File: src/design/rcfp_pkg.sv
// Shared types, constants and helper functions for the serial frame parser.
// Used by the controller, the datapath and the top level; depends on nothing.
package rcfp_pkg;

  localparam logic [7:0]  HDR1     = 8'h20;
  localparam logic [7:0]  HDR2     = 8'h40;
  localparam logic [4:0]  DATA_LEN = 5'd28;
  localparam logic [15:0] SUM_INIT = 16'hFFFF - 16'h0020 - 16'h0040;

  localparam logic [1:0] SW_UNKNOWN = 2'd0;
  localparam logic [1:0] SW_UP      = 2'd1;
  localparam logic [1:0] SW_MIDDLE  = 2'd2;
  localparam logic [1:0] SW_DOWN    = 2'd3;

  localparam logic [15:0] VAL_UP     = 16'd1000;
  localparam logic [15:0] VAL_MIDDLE = 16'd1500;
  localparam logic [15:0] VAL_DOWN   = 16'd2000;

  typedef struct packed {
    logic       sum_init;
    logic       store_byte;
    logic [4:0] byte_idx;
    logic       ld_ck_low;
    logic       rd_en;
    logic [3:0] rd_addr;
    logic       ld_err;
    logic       ld_ch;
    logic [3:0] ch_idx;
    logic       ch_last;
  } cmd_t;

  typedef struct packed {
    logic sum_match;
    logic out_free;
  } status_t;

  function automatic logic [1:0] switch_code(input logic [15:0] v);
    logic [1:0] code;
    code = SW_UNKNOWN;
    if (v == VAL_UP) code = SW_UP;
    else if (v == VAL_MIDDLE) code = SW_MIDDLE;
    else if (v == VAL_DOWN) code = SW_DOWN;
    return code;
  endfunction

endpackage

File: src/design/rcfp_ram.sv
// Generic single-write, single-read RAM with a registered read port.
// Stands alone; no package needed.
module rcfp_ram #(
  parameter int WIDTH = 16,
  parameter int DEPTH = 14
) (
  input  logic                                  clk,
  input  logic                                  we,
  input  logic [(DEPTH > 1 ? $clog2(DEPTH) : 1)-1:0] waddr,
  input  logic [WIDTH-1:0]                      wdata,
  input  logic                                  re,
  input  logic [(DEPTH > 1 ? $clog2(DEPTH) : 1)-1:0] raddr,
  output logic [WIDTH-1:0]                      rdata
);

  logic [WIDTH-1:0] mem [DEPTH];

  always_ff @(posedge clk) begin
    if (we) begin
      mem[waddr] <= wdata;
    end
    if (re) begin
      rdata <= mem[raddr];
    end
  end

endmodule

File: src/design/rcfp_dp.sv
// Datapath of the frame parser: checksum accumulator, channel word store and
// result register. Depends on rcfp_pkg and rcfp_ram.
module rcfp_dp import rcfp_pkg::*; #(
  parameter int NUM_CHANNELS = 14
) (
  input  logic        clk,
  input  logic        rst,
  input  logic [7:0]  rx_byte,
  input  cmd_t        cmd,
  output status_t     status,
  input  logic        out_stall,
  output logic        out_valid,
  output logic [3:0]  channel_index,
  output logic [15:0] channel_value,
  output logic [1:0]  switch_position,
  output logic        checksum_error,
  output logic        last
);

  localparam int AW = NUM_CHANNELS > 1 ? $clog2(NUM_CHANNELS) : 1;

  logic [15:0] sum_acc;
  logic [7:0]  checksum_low;
  logic [7:0]  lo_byte;
  logic [3:0]  wr_word;
  logic        ram_we;
  logic [15:0] ram_rdata;

  assign wr_word = cmd.byte_idx[4:1];
  assign ram_we  = cmd.store_byte && cmd.byte_idx[0] && (wr_word < 4'(NUM_CHANNELS));

  rcfp_ram #(
    .WIDTH(16),
    .DEPTH(NUM_CHANNELS)
  ) u_ram (
    .clk  (clk),
    .we   (ram_we),
    .waddr(wr_word[AW-1:0]),
    .wdata({rx_byte, lo_byte}),
    .re   (cmd.rd_en),
    .raddr(cmd.rd_addr[AW-1:0]),
    .rdata(ram_rdata)
  );

  assign status.sum_match = ({rx_byte, checksum_low} == sum_acc);
  assign status.out_free  = !out_valid || !out_stall;

  always_ff @(posedge clk) begin
    if (rst) begin
      sum_acc      <= 16'hFFFF;
      checksum_low <= 8'd0;
    end else begin
      if (cmd.sum_init) begin
        sum_acc <= SUM_INIT;
      end else if (cmd.store_byte) begin
        sum_acc <= sum_acc - {8'd0, rx_byte};
      end
      if (cmd.ld_ck_low) begin
        checksum_low <= rx_byte;
      end
    end
  end

  always_ff @(posedge clk) begin
    if (cmd.store_byte && !cmd.byte_idx[0]) begin
      lo_byte <= rx_byte;
    end
  end

  always_ff @(posedge clk) begin
    if (rst) begin
      out_valid <= 1'b0;
    end else if (cmd.ld_err || cmd.ld_ch) begin
      out_valid <= 1'b1;
    end else if (!out_stall) begin
      out_valid <= 1'b0;
    end
  end

  always_ff @(posedge clk) begin
    if (cmd.ld_err) begin
      channel_index   <= 4'd0;
      channel_value   <= 16'd0;
      switch_position <= SW_UNKNOWN;
      checksum_error  <= 1'b1;
      last            <= 1'b1;
    end else if (cmd.ld_ch) begin
      channel_index   <= cmd.ch_idx;
      channel_value   <= ram_rdata;
      switch_position <= switch_code(ram_rdata);
      checksum_error  <= 1'b0;
      last            <= cmd.ch_last;
    end
  end

endmodule

File: src/design/rcfp_ctrl.sv
// Controller of the frame parser: header hunt, byte counting and the
// sequencer that reads out channel words. Depends on rcfp_pkg.
module rcfp_ctrl import rcfp_pkg::*; #(
  parameter int NUM_CHANNELS = 14
) (
  input  logic       clk,
  input  logic       rst,
  input  logic       in_valid,
  input  logic [7:0] rx_byte,
  output logic       in_stall,
  input  status_t    status,
  output cmd_t       cmd
);

  localparam logic [2:0] ST_HUNT = 3'd0;
  localparam logic [2:0] ST_HDR2 = 3'd1;
  localparam logic [2:0] ST_DATA = 3'd2;
  localparam logic [2:0] ST_CK1  = 3'd3;
  localparam logic [2:0] ST_CK2  = 3'd4;
  localparam logic [2:0] ST_RD   = 3'd5;
  localparam logic [2:0] ST_LD   = 3'd6;

  localparam logic [3:0] LAST_CH = 4'(NUM_CHANNELS - 1);

  logic [2:0] state, state_next;
  logic [4:0] byte_cnt, byte_cnt_next;
  logic [3:0] ch_cnt, ch_cnt_next;
  logic       take;

  always_comb begin
    in_stall = (state == ST_RD) || (state == ST_LD) ||
               ((state == ST_CK2) && !status.out_free);
    take = in_valid && !in_stall;
  end

  always_comb begin
    state_next    = state;
    byte_cnt_next = byte_cnt;
    ch_cnt_next   = ch_cnt;
    cmd           = '0;
    cmd.byte_idx  = byte_cnt;
    cmd.rd_addr   = ch_cnt;
    cmd.ch_idx    = ch_cnt;
    cmd.ch_last   = (ch_cnt == LAST_CH);
    case (state)
      ST_HDR2: begin
        if (take) begin
          if (rx_byte == HDR2) begin
            state_next    = ST_DATA;
            byte_cnt_next = 5'd0;
            cmd.sum_init  = 1'b1;
          end else begin
            state_next = ST_HUNT;
          end
        end
      end
      ST_DATA: begin
        if (take) begin
          cmd.store_byte = 1'b1;
          byte_cnt_next  = byte_cnt + 5'd1;
          if (byte_cnt == DATA_LEN - 5'd1) begin
            state_next = ST_CK1;
          end
        end
      end
      ST_CK1: begin
        if (take) begin
          cmd.ld_ck_low = 1'b1;
          state_next    = ST_CK2;
        end
      end
      ST_CK2: begin
        if (take) begin
          if (status.sum_match) begin
            ch_cnt_next = 4'd0;
            state_next  = ST_RD;
          end else begin
            cmd.ld_err = 1'b1;
            state_next = ST_HUNT;
          end
        end
      end
      ST_RD: begin
        cmd.rd_en  = 1'b1;
        state_next = ST_LD;
      end
      ST_LD: begin
        if (status.out_free) begin
          cmd.ld_ch = 1'b1;
          if (ch_cnt == LAST_CH) begin
            state_next = ST_HUNT;
          end else begin
            ch_cnt_next = ch_cnt + 4'd1;
            state_next  = ST_RD;
          end
        end
      end
      default: begin
        if (take) begin
          state_next = (rx_byte == HDR1) ? ST_HDR2 : ST_HUNT;
        end
      end
    endcase
  end

  always_ff @(posedge clk) begin
    if (rst) begin
      state    <= ST_HUNT;
      byte_cnt <= 5'd0;
      ch_cnt   <= 4'd0;
    end else begin
      state    <= state_next;
      byte_cnt <= byte_cnt_next;
      ch_cnt   <= ch_cnt_next;
    end
  end

endmodule

File: src/design/rc_serial_frame_parser_unit.sv
// Serial frame parser top level: one received byte is taken per cycle while parsing, but the
// last checksum byte waits while out_stall holds the result register. After that byte of a
// good frame, NUM_CHANNELS results follow, each by a RAM read and then a result register load;
// input is held off until the last. A checksum mismatch gives one error result in the cycle after that byte.
// Synchronous active-high reset returns the parser to the header hunt and empties
// the result register; the channel word RAM is not cleared. Depends on rcfp_pkg.
module rc_serial_frame_parser_unit import rcfp_pkg::*; #(
  parameter int NUM_CHANNELS = 14
) (
  input  logic        clk,
  input  logic        rst,
  input  logic        in_valid,
  output logic        in_stall,
  input  logic [7:0]  rx_byte,
  output logic        out_valid,
  input  logic        out_stall,
  output logic [3:0]  channel_index,
  output logic [15:0] channel_value,
  output logic [1:0]  switch_position,
  output logic        checksum_error,
  output logic        last
);

  cmd_t    cmd;
  status_t status;

  rcfp_ctrl #(
    .NUM_CHANNELS(NUM_CHANNELS)
  ) u_ctrl (
    .clk     (clk),
    .rst     (rst),
    .in_valid(in_valid),
    .rx_byte (rx_byte),
    .in_stall(in_stall),
    .status  (status),
    .cmd     (cmd)
  );

  rcfp_dp #(
    .NUM_CHANNELS(NUM_CHANNELS)
  ) u_dp (
    .clk            (clk),
    .rst            (rst),
    .rx_byte        (rx_byte),
    .cmd            (cmd),
    .status         (status),
    .out_stall      (out_stall),
    .out_valid      (out_valid),
    .channel_index  (channel_index),
    .channel_value  (channel_value),
    .switch_position(switch_position),
    .checksum_error (checksum_error),
    .last           (last)
  );

`ifndef SYNTH
  a_err_is_last: assert property (@(posedge clk) disable iff (rst)
    out_valid && checksum_error |-> last && (channel_index == 4'd0))
    else $error("Error item is not a single last item.");

  a_last_channel: assert property (@(posedge clk) disable iff (rst)
    out_valid && !checksum_error && last |-> channel_index == 4'(NUM_CHANNELS - 1))
    else $error("Last flag on a channel other than the final one.");

  a_readout_stalls_input: assert property (@(posedge clk) disable iff (rst)
    cmd.rd_en |-> in_stall)
    else $error("Input taken during channel readout.");

  a_load_after_read: assert property (@(posedge clk) disable iff (rst)
    cmd.ld_ch |-> $past(cmd.rd_en) || $past(cmd.ld_ch == 1'b0 && in_stall))
    else $error("Channel load without a preceding RAM read.");
`endif

endmodule

File: config.mk
export PLATFORM = sky130hd
export DESIGN_NAME = rc_serial_frame_parser_unit
export DESIGN_NICKNAME = d
export VERILOG_FILES = /design/src/design/rcfp_pkg.sv /design/src/design/rcfp_ram.sv /design/src/design/rcfp_dp.sv /design/src/design/rcfp_ctrl.sv /design/src/design/rc_serial_frame_parser_unit.sv
export SDC_FILE = /design/constraint.sdc
export NUM_CORES = 1
export LEC_CHECK = 0
export ABC_AREA = 1
export BUFFER_PORTS_ARGS = -buffer_cell sky130_fd_sc_hd__buf_4
export CELL_PAD_IN_SITES_DETAIL_PLACEMENT = 0
export CELL_PAD_IN_SITES_GLOBAL_PLACEMENT = 2
export CORE_ASPECT_RATIO = 2
export CORE_UTILIZATION = 29
export CTS_BUF_LIST = sky130_fd_sc_hd__clkbuf_4 sky130_fd_sc_hd__clkbuf_8 sky130_fd_sc_hd__clkbuf_16
export DETAILED_ROUTE_END_ITERATION = 12
export PLACE_DENSITY_LB_ADDON = 0.1
export SKIP_LAST_GASP = 1
export SLEW_MARGIN = 20
export SYNTH_ARGS = -nofsm -noshare
export SYNTH_HDL_FRONTEND = slang
export SYNTH_HIERARCHICAL = 1
export SYNTH_SLANG_ARGS = --single-unit
File: constraint.sdc
create_clock -name clk -period 5.28 [get_ports clk]
set_clock_uncertainty 0.1 [all_clocks]
set_input_delay 0.264 -clock clk [delete_from_list [all_inputs] [get_ports clk]]
set_output_delay 0.264 -clock clk [all_outputs]
set_load 0.02 [all_outputs]
---- Yosys cells after proc, flatten, opt, wreduce, memory -nomap -nowiden ----
Memory sizes are Yosys's and may differ from the RTL's. A register that Yosys moved wholly into a read port is not among the register bits.
Cells that the tools add are included.
W data, S select, Z words.
cells by class
  add/sub/neg operators ................... 3
  order comparisons ....................... 1
  equality and inequality tests ........... 24
  multiplexer cells ....................... 42
  reductions and logical operators ........ 22
operator list
  kind                    count
  $eq A16 B11 Y1 const B  2
  $mux W3                 9
  $pmux W3 S6             1
  $mux W1                 17
  $eq A16 B10 Y1 const B  1
  $eq A16 B16 Y1          1
  $mux W4                 4
  $ne A2 B1 Y1 const B    8
  $sub A16 B8 Y16         1
  $mux W5                 3
  $mux W7                 2
  $pmux W5 S2             1
  $eq A3 B3 Y1 const B    3
  $eq A8 B6 Y1 const B    1
  $eq A8 B7 Y1 const B    1
  $mux W2                 4
  $pmux W4 S2             1
  $reduce_and A7 Y1       1
  $eq A3 B2 Y1 const B    2
  $reduce_bool A2 Y1      3
  $add A5 B1 Y5 const B   1
  $eq A5 B5 Y1 const B    1
  $logic_and A1 B1 Y1     5
  $logic_not A1 Y1        5
  10 further kinds        14
storage, ports and cells
  register bits after elaboration ......... 69
  bits in writable memories ............... 224
  input bits .............................. 12
  output and inout bits ................... 26
  word-level logic and storage cells ...... 106
  memories ................................ 1
memories
  memory          words  bits a word  read ports  clocked after Yosys merged registers in  write ports  line            text
  u_dp.u_ram.mem  14     16           1           1                                        1            rcfp_ram.sv:16  logic [WIDTH-1:0] mem [DEPTH];

---- Longest topological paths before layout ----
Gate-level depths: netlist of run 1.
  depth in word-level cells ............... 13
  mapped depth ............................ 13
  gate-level depth less buffers ........... 13

---- Hierarchy ----
The synthesis of run 1 kept the hierarchy.
modules (own cells, without submodules)
  module     times used  cells an instance  area each (µm²)  sequential area each (µm²)
  rcfp_ram   1           883                9902.0           7206.9
  rcfp_dp    1           392                2802.7           1221.2
  rcfp_ctrl  1           147                978.4            240.2

---- Worst setup path after synthesis of run 1 ----
OpenSTA, ideal clock, no wires.
  path kind ............................... flip-flop to flip-flop
  start ................................... reg u_ctrl.state[2]
  end ..................................... mem u_dp.u_ram.mem[10][0], enable pin
  library setup time ...................... 388 ps
  arrival time ............................ 2024 ps
  required time ........................... 4792 ps
  path slack .............................. 2767 ps
  cell stages (with the launch flop) ...... 10
  path buffers ............................ 0
  period minus slack after synthesis ...... 2513 ps
  cell sequence ........................... dfxtp_1 inv_1 nand2_1 nor2_2 inv_2 nor2_4 nand3_1 inv_1 nand3_1 nor2_1
RTL lines
  what                    line              text
  from (decl)             rcfp_ctrl.sv:25   logic [2:0] state, state_next;
  from (signal assigned)  rcfp_ctrl.sv:112  state <= state_next;
  to (decl)               rcfp_ram.sv:16

==> results of run 1 <==
[cells in the mapped netlist, drive strengths merged, types with 2 or more instances]
cell / instances / area share
a21oi: 54 / 0.020
a31oi: 2 / 0.00091
buf: 43 / 0.020
clkbuf: 14 / 0.0038
dfxtp: 61 / 0.089
edfxtp: 248 / 0.54
ha: 11 / 0.010
inv: 175 / 0.048
nand2: 444 / 0.12
nand3: 180 / 0.068
nand3b: 3 / 0.0016
nand4: 6 / 0.0038
nor2: 105 / 0.032
nor3: 6 / 0.0022
o211ai: 3 / 0.0016
o21ai: 42 / 0.015
o21bai: 2 / 0.0019
or2: 5 / 0.0023
xnor2: 4 / 0.0026
xor2: 9 / 0.0058
[power by group through the flow]
stage / registers (uW) / logic (uW) / clock network (uW)
2_1_floorplan: 2940 / 376 / 0
3_3_place_gp: 2880 / 805 / 0
3_5_place_dp: 2880 / 809 / 0
4_1_cts: 2830 / 815 / 2600
5_1_grt: 2840 / 870 / 2670
6_report: 2820 / 788 / 2520
[metal layers]
metal  global-route usage  wire [um]  vias up
li1                     -          -     4723
met1                0.189      15900     4587
met2                0.376      24900      110
met3               0.0156        837       52
met4               0.0556       1040        0
met5                    0          0        -
[layout make-up]
cell class | count | area [um^2] | share of cell area
flip-flops and latches | 309 | 8670 | 0.549
inverters | 176 | 662 | 0.0419
clock buffers | 38 | 860 | 0.0544
clock inverters | 20 | 312 | 0.0197
well taps | 627 | 785 | 0.0496
multi-input cells | 880 | 4070 | 0.258
repair buffers | 56 | 440 | 0.0279
[cells by family (layout without fill, tap and decap cells)]
group	after synthesis	in the layout	share of synthesized area
AND/OR/NAND/NOR	751	751	0.235
flip-flops	309	309	0.634
buffers and inverters	233	290	0.0717
AO/OA/AOI/OAI	104	104	0.0404
XOR/XNOR	13	13	0.00832
adder cells (fa/ha/maj)	12	12	0.0115
[state kept, by name (all words and copies together) (netlist names)]
signal,flops
u_dp/checksum_error,1
u_dp/out_valid,1
u_ctrl/state,3
u_dp/u_ram/mem,224
u_ctrl/ch_cnt,4
u_dp/channel_index,4
u_dp/channel_value,16
u_dp/u_ram/rdata,16
u_dp/sum_acc,16
u_dp/last,1
u_dp/checksum_low,8
u_dp/lo_byte,8
u_dp/switch_position,2
u_ctrl/byte_cnt,5
[worst paths after layout]
| path | start | endpoint | slack, ns | cells past startpoint |
|---|---|---|---|---|
| min reg2reg | u_dp/checksum_error$_SDFFE_PP1P_ | u_dp/checksum_error$_SDFFE_PP1P_ | 0.37 | 2 |
| max reg2reg | u_ctrl/state[2]$_SDFFE_PP0P_ | u_dp/u_ram/mem[1][5]$_DFFE_PP_ | 2.31 | 9 |
| min | rx_byte[1] | u_dp/lo_byte[1]$_DFFE_PP_ | 0.02 | 1 |
| max | u_ctrl/state[2]$_SDFFE_PP0P_ | u_dp/u_ram/mem[1][5]$_DFFE_PP_ | 2.31 | 9 |
[per-stage QoR]
step / utilization / std cells / total power (uW) / area, um^2 / setup slack [ns]
floorplan: - / 1422 / 3320 / 13700 / 2.77
CTS: 0.339 / 2106 / 6240 / 15800 / 2.21
detailed placement: 0.312 / 2040 / 3690 / 14600 / 2.24
global route: 0.339 / 2106 / 6380 / 15800 / 2.02
finish: 0.339 / 2106 / 6130 / 15800 / 2.31
global placement: 0.312 / 2040 / 3680 / 14600 / 2.29
[what timing repair did]
action / in CTS / in global routing
setup buffers: 0 / 0
hold endpoints to repair: 88 / 0
hold buffers: 8 / 0
gates resized for setup: 0 / 0
==> impl_metrics.tcl, run 1 <==
set metrics [dict create \
    status "finished, final reports clean" \
    numCtsBuffers 31 \
    hp-class "in2reg" \
    gp_congestion 0.759 \
    cts_tree "yes" \
    rsz0062_at_grt "false" \
    drive_gt1_frac 0.107 \
    fin_hold_ws_ns 0.0191 \
    gr-total-overflow 0 \
    max_freq_mhz 336 \
    powerDensity_nw_per_um2 388 \
    final-setup-viol-count 0 \
    clockBufferDepth 3 \
    track_usage 0.183 \
    io_pins 38 \
    clkPwrFrac 0.411 \
    comb_power_share 0.128 \
    finalCritPeriodShare 0.563 \
    final_cell_mix "436 x nand2_1, 248 x edfxtp_1, 175 x nand3_1" \
    nFillCells 4797 \
    first_global_vias 9566 \
    routed_via_density 4.50 \
    ys_warn_count 6 \
    grt_max_degree 65 \
    synthArstFlopShare 0 \
    die_x_um 156 \
    vdd_drop_max_v 0.000231 \
    synth-seq-cells 309 \
    p_sw_uw 1600 \
    switching_share 0.261 \
    core_um2 46700 \
    crit_slowest_cell "nor2_2" \
    synth_area_um2 13700 \
    p_seq_frac 0.460 \
    hpwl_um 28200 \
    max_cap_viol_count 0 \
    num_rows 112 \
    p_leak_uw 0.00648 \
    slew_violations 0 \
    htreeDepth 1 \
    crit_arrival_ns 3.07 \
    portBuffers 37 \
    crit_path_end_kind "flip-flop" \
    critical_path.max_stage_delay_ns 0.81 \
    dieArea_um2 48100 \
    drt-wirelength-per-cell_um 20.2 \
    synth_cells 1422 \
    start_kind "flip-flop" \
    antenna_found_initial 0 \
    cts.sinks 309 \
    max_slew.worst_pin.slew_ns 1.05 \
    critPathBufInv 3 \
    crit_type "reg2reg" \
    drtIter0Drc 540 \
    firstDrtPassIters 4 \
    clkLatencyLatePin_ns 0.58 \
    setup_tns_ns 0 \
    chipHeight_um 309 \
    syn_area_per_cell_um2 9.62 \
    final_common_cell "nand2_1" \
    syn_to_final_growth_pct 15.5 \
    n_antenna_cell 0 \
    grt_pass1_wl_um 63000 \
    crit_required_ns 5.37 \
    hold_viol 0 \
    num_vias 9472 \
    synth-edff-count 248 \
    wirelength_um 42600 \
    syn_nets 1446 \
    start_util 0.293 \
    yosysSeqAreaShare 0.634 \
    critical_path.top_delay_family "simple AND/OR/NAND/NOR gates" \
    clkSlewWorstSetupHoldPaths_ns 0.07 \
    path_max_fanout 16 \
    nNetsFinal 1478 \
    postRouteAntennaNets 0 \
    synthDistinctLibCells 38 \
    period_minus_slack_ns 2.97 \
    p_int_uw 4530 \
    timing.slew.headroom 0.300 \
    synthFlopType "edfxtp_1" \
    ctsRootBufferMaster "clkbuf_16" \
    path_cells "inv_1 > nand2_1 > nor2_2 > inv_2 > nor2_4 > nand3_1 > inv_1 > nand2_1 > nor2_2" \
    drcViolationCount 0 \
]
Power figures use the tool's default switching activity.
==> run 2: changes to the inputs <==
Clock period 5.28 ns to 2.7 ns, I/O delays scaled along.
==> run 2 against run 1 <==
Compared with the run above:
- clock power grew 75%
- final area grew 1.8%
- critical path depth grew 1
- sequential share of layout area shrank 0.96 points
- global-route usage is essentially flat
- combinational power grew 100%
==> impl_metrics.tcl, run 2 (synthesis results as in run 1) <==
set metrics [dict create \
    status "finished, final reports clean" \
    antenna_found_initial 0 \
    regMostFlops "u_dp/u_ram/mem" \
    ctsRootBufferMaster "clkbuf_16" \
    hold_viol 0 \
    r2r_cells 10 \
    place_ws_ns 0.0937 \
    path_cells "inv_1 > nand2_1 > nor2_2 > inv_2 > nor2_4 > nand3_1 > inv_1 > nand2_1 > nor2_2 > buf_4" \
    clkSlewWorstSetupHoldPaths_ns 0.07 \
    nNetsFinal 1520 \
    worst_slack_ns 0.240 \
    timing.rr.start "u_ctrl/state[2]$_SDFFE_PP0P_" \
    r2r_slack_ns 0.24 \
    drtIter0Drc 440 \
    n_antenna_cell 0 \
    gr-total-overflow 0 \
    max_slew.worst_pin.slew_ns 1.03 \
    start_util 0.293 \
    crit_cells 10 \
    numCtsBuffers 30 \
    grt_pass1_wl_um 63300 \
    dpl.cell_count 2079 \
    hp-class "in2reg" \
    cts_setup_buffers 0 \
    min_from "rx_byte[3]" \
    die_x_um 156 \
    critical_path.top_delay_family "simple AND/OR/NAND/NOR gates" \
    finalCritPeriodShare 0.911 \
    crit_type "reg2reg" \
    timing.slew.headroom 0.312 \
    path_max_fanout 12 \
    routed_via_density 4.50 \
    clkLatencyLatePin_ns 0.58 \
    power_uw 11500 \
    chipHeight_um 309 \
    setup_tns_ns 0 \
    largest_register_ff_count 224 \
    crit_arrival_ns 2.62 \
    p_leak_uw 0.00668 \
    finalNonFillerCells 2146 \
    final_common_cell "nand2_1" \
    postRouteAntennaNets 0 \
    period_minus_slack_ns 2.46 \
    htreeDepth 1 \
    dieArea_um2 48100 \
    worstSetupStartpoint "u_ctrl/state[2]$_SDFFE_PP0P_" \
    crit_path_end_kind "flip-flop" \
    drive_gt1_frac 0.129 \
    core_um2 46700 \
    max_cap_viol_count 0 \
    vdd_drop_max_v 0.000449 \
    drcViolationCount 0 \
    hpwl_um 29300 \
    portBuffers 37 \
    placed_area_um2 14900 \
    first_global_vias 9968 \
    critPathBufInv 4 \
    final-setup-viol-count 0 \
    gp_congestion 0.758 \
    max_freq_mhz 406 \
    cp-endpoint "u_dp/u_ram/mem[5][10]$_DFFE_PP_" \
    track_usage 0.182 \
    num_rows 112 \
    final_cell_mix "436 x nand2_1, 248 x edfxtp_1, 175 x nand3_1" \
    finish.instance_area_um2 16100 \
    critical_path.max_stage_delay_ns 0.41 \
    firstDrtPassIters 5 \
    clockBufferDepth 3 \
    r2r_end "u_dp/u_ram/mem[5][10]$_DFFE_PP_" \
    start_kind "flip-flop" \
    slew_violations 0 \
    drt-wirelength-per-cell_um 19.8 \
    num_vias 9647 \
    crit_slowest_cell "dfxtp_1" \
    crit_required_ns 2.86 \
    cts.sinks 309 \
    rsz0062_at_grt "false" \
    cts_tree "yes" \
    io_pins 38 \
    syn_to_final_growth_pct 17.6 \
    nFillCells 4823 \
    grt_max_degree 71 \
    powerDensity_nw_per_um2 716 \
    wirelength_um 42500 \
]
run 2: changes by cell type in the layout (fill, tap and decap cells not counted), moves of 3 or more:
cell,before,now
clkbuf_8,5,0
dlygate4sd3_1,8,12
bufinv_16,8,4
buf_12,0,7
clkinv_4,1,5
clkbuf_4,2,5
buf_4,48,80
run 2: worst min-delay path by stage:
stage	to	slack, ns	cells after the start
after global routing	u_dp/u_ram/mem[8][11]$_DFFE_PP_	0.29	2
final	u_dp/u_ram/mem[8][11]$_DFFE_PP_	0.27	2
after floorplan	u_ctrl/byte_cnt[1]$_SDFFE_PP0P_	0.10	1
after CTS	u_dp/u_ram/mem[8][11]$_DFFE_PP_	0.26	2
after global placement	u_dp/u_ram/mem[8][11]$_DFFE_PP_	0.33	1
after detailed placement	u_dp/u_ram/mem[8][11]$_DFFE_PP_	0.33	1
run 2: cell type report:
cell class / instances / area [um^2] / share of cell area
Clock buffer: 35 / 788 / 0.0490
Clock inverter: 20 / 241 / 0.0150
Inverter: 176 / 662 / 0.0411
Multi-Input combinational cell: 880 / 4080 / 0.253
Sequential cell: 309 / 8670 / 0.539
Tap cell: 627 / 785 / 0.0488
Timing Repair Buffer: 99 / 861 / 0.0535
run 2: per-stage QoR:
stage	hold slack [ns]	util
after detailed placement	0.327	0.320
after global routing	0.287	0.345
after floorplan	0.104	-
after global placement	0.330	0.320
after CTS	0.256	0.345
final	0.269	0.345
run 2: per-layer routing:
metal | vias up | routed length (um) | track usage | part of all wire
li1 | 4802 | - | - | -
met1 | 4652 | 15300 | 0.184 | 0.36
met2 | 132 | 24400 | 0.369 | 0.57
met3 | 61 | 1070 | 0.0181 | 0.025
met4 | 0 | 1750 | 0.0789 | 0.041
met5 | - | 0 | 0 | 0
run 2: report_power, final:
| group | switching [uW] | internal, uW | leakage, uW | total [uW] |
|---|---|---|---|---|
| registers | 155 | 5340 | 0.00273 | 5500 |
| logic | 1050 | 541 | 0.00344 | 1590 |
| clock network | 1920 | 2500 | 0.000512 | 4420 |
run 2: repair_timing:
item,in CTS,in global routing
endpoints found under the hold margin,129,0
setup endpoints to repair,0,9
gates resized for setup,0,1
hold buffers,12,0
==> run 3: changes to the inputs <==
Settings changed: RECOVER_POWER set to 25, SYNTH_HIERARCHICAL 1 to unset.
==> run 3 against run 2 <==
Compared with the run above:
- total power down 12%
- final area shrank 3.9%
- global-route usage rose by 0.46 points
- first-iteration DRC count is 3.2% lower
- synthesized area is 5.0% lower
- routed wire length is 1.9% lower
- sequential share of layout area increased by 2.2 points
- die area shrank 5.0%
- utilization increased by 0.50 points
- sequential power fell by 7.3%
- register-to-register slack got worse by 0.03 ns
- via count fell by 6.8%
==> impl_metrics.tcl, run 3 <==
set metrics [dict create \
    status "finished, final reports clean" \
    dieArea_um2 45700 \
    max_slew.worst_pin.slew_ns 1.16 \
    yosysMostFrequentCell "edfxtp_1" \
    crit_arrival_ns 2.82 \
    crit_required_ns 3.02 \
    synth-edff-count 248 \
    synthTopCellsByCount "248 x edfxtp_1, 182 x nand2_1, 177 x nor2_1" \
    nNetsFinal 1314 \
    grt_pass1_wl_um 60600 \
    period_minus_slack_ns 2.50 \
    start_util 0.294 \
    grt_max_degree 56 \
    final_util 0.350 \
    clkLatencyLatePin_ns 0.57 \
    chipHeight_um 301 \
    antenna_found_initial 0 \
    rsz0062_at_grt "false" \
    largest_register_ff_count 224 \
    timing.slew.headroom 0.226 \
    yosys.area.top_type_share 0.573 \
    num_vias 8993 \
    numCtsBuffers 30 \
    synthDistinctLibCells 38 \
    num_rows 109 \
    max_freq_mhz 400 \
    power_uw 10100 \
    cts.sinks 309 \
    ctsRootBufferMaster "clkbuf_16" \
    fin_hold_ws_ns 0.0382 \
    synth_cells 1221 \
    regMostFlops "u_dp.u_ram.mem" \
    yosys-top-cells-area "edfxtp_1 57%, dfxtp_1 9.4%, o21ai_0 6.1%" \
    cts_resized 0 \
    die_x_um 152 \
    cts_tree "yes" \
    final-setup-viol-count 0 \
    postRouteAntennaNets 0 \
    syn_nets 1245 \
    io_pins 38 \
    firstDrtPassIters 5 \
    hold_viol 0 \
    setup_tns_ns 0 \
    final_cell_mix "248 x edfxtp_1, 182 x nand2_1, 166 x nor2_1" \
    drive_gt1_frac 0.131 \
    cts_setup_buffers 0 \
    synth_area_um2 13000 \
    syn_area_per_cell_um2 10.6 \
    ys_warn_count 0 \
    htreeDepth 1 \
    hp-class "in2reg" \
    syn_to_final_growth_pct 18.9 \
    path_max_fanout 18 \
    cts_hold_buf 10 \
    vdd_drop_max_v 0.000354 \
    n_antenna_cell 0 \
    yosysSeqAreaShare 0.667 \
    first_global_vias 9124 \
    crit_path_end_kind "flip-flop" \
    slew_violations 0 \
    drt-wirelength-per-cell_um 22.3 \
    max_cap_viol_count 0 \
    portBuffers 37 \
    synthArstFlopShare 0 \
    gp_congestion 0.800 \
    synth_top_area_cell "edfxtp_1" \
    synthFlopType "edfxtp_1" \
    powerDensity_nw_per_um2 653 \
    synth-seq-cells 309 \
    drtIter0Drc 426 \
    finalNonFillerCells 1869 \
    p_leak_uw 0.00580 \
    dpl.cell_count 1803 \
    crit_type "in2reg" \
    start_kind "input pin" \
    finalCritPeriodShare 0.926 \
    drcViolationCount 0 \
    wirelength_um 41700 \
    clkSlewWorstSetupHoldPaths_ns 0.06 \
    gr-total-overflow 0 \
    routed_via_density 4.81 \
    final_common_cell "edfxtp_1" \
    track_usage 0.187 \
    clockBufferDepth 3 \
    core_um2 44200 \
    hpwl_um 28300 \
]
[run 3: cell types whose count changed after synthesis, moves of 9 or more]
cell | before | now
nand3_1 | 175 | 43
o21ai_0 | 32 | 158
o221ai_1 | 0 | 27
clkbuf_1 | 14 | 41
o211ai_1 | 3 | 12
nor2_1 | 99 | 177
buf_2 | 22 | 11
inv_1 | 166 | 99
o22ai_1 | 0 | 21
nand2_1 | 436 | 182
buf_4 | 11 | 2
[run 3: worst paths after layout]
check / start / to / slack [ns] / cells past startpoint
max: rx_byte[3] / u_dp.sum_acc[7]$_SDFFE_PP1N_ / 0.20 / 12
min: in_valid / u_ctrl.byte_cnt[1]$_SDFFE_PP0P_ / 0.04 / 5
max reg2reg: u_ctrl.state[2]$_SDFFE_PP0P_ / u_ctrl.byte_cnt[2]$_SDFFE_PP0P_ / 0.21 / 10
min reg2reg: u_dp.checksum_error$_SDFFE_PP1P_ / u_dp.checksum_error$_SDFFE_PP1P_ / 0.35 / 2
[run 3: area by class of cell]
class | count | area (um^2)
clock buffer | 44 | 930
fill | 4484 | 28700
tap | 555 | 694
clock inverter | 12 | 215
inverter | 107 | 403
sequential | 309 | 8670
multi-input combinational | 746 | 3730
timing repair buffer | 96 | 813
[run 3: worst max-delay path: stages]
cell	delay, ns
dlygate4sd3_1	0.52
clkbuf_4	0.13
clkbuf_1	0.84
nor2_1	0.11
nand2_1	0.11
nor3_1	0.05
nand2_1	0.16
nor2_4	0.06
inv_2	0.13
nand2_2	0.12
inv_2	0.28
o211ai_1	0.14
[run 3: per-stage QoR]
| step | worst slack (ns) | instance area [um^2] |
|---|---|---|
| final | 0.200 | 15500 |
| after detailed placement | 0.173 | 14300 |
| after floorplan | -0.128 | 13000 |
| after CTS | 0.134 | 15500 |
| after global routing | 0.0296 | 15500 |
| after global placement | 0.145 | 14300 |
[run 3: report_power, final]
group          leakage (uW)  internal, uW  switching, uW  total [uW]
combinational       0.00251          45.0            122         167
clock              0.000568          2960           1870        4830
sequential          0.00272          5100           1.45        5100
total               0.00580          8100           2000       10100
[run 3: layer usage]
metal,vias to the layer above,global-route usage,part of all wire,routed length [um]
met5,-,0,0,0
met4,0,0.0629,0.029,1220
met3,50,0.0175,0.027,1110
met1,4396,0.189,0.36,14900
met2,154,0.382,0.59,24500
li1,4393,-,-,-
[run 3: logic make-up (layout without fill, tap and decap cells)]
logic type / count (synthesis) / in the layout / share of synthesized area
DFF: 309 / 309 / 0.667
adders and majority gates: 12 / 12 / 0.0121
and+or+nand+nor: 446 / 446 / 0.143
AOI/OAI and AO/OA: 281 / 281 / 0.122
xor gates and xnor gates: 7 / 7 / 0.00472
buffers and inverters: 166 / 259 / 0.0507
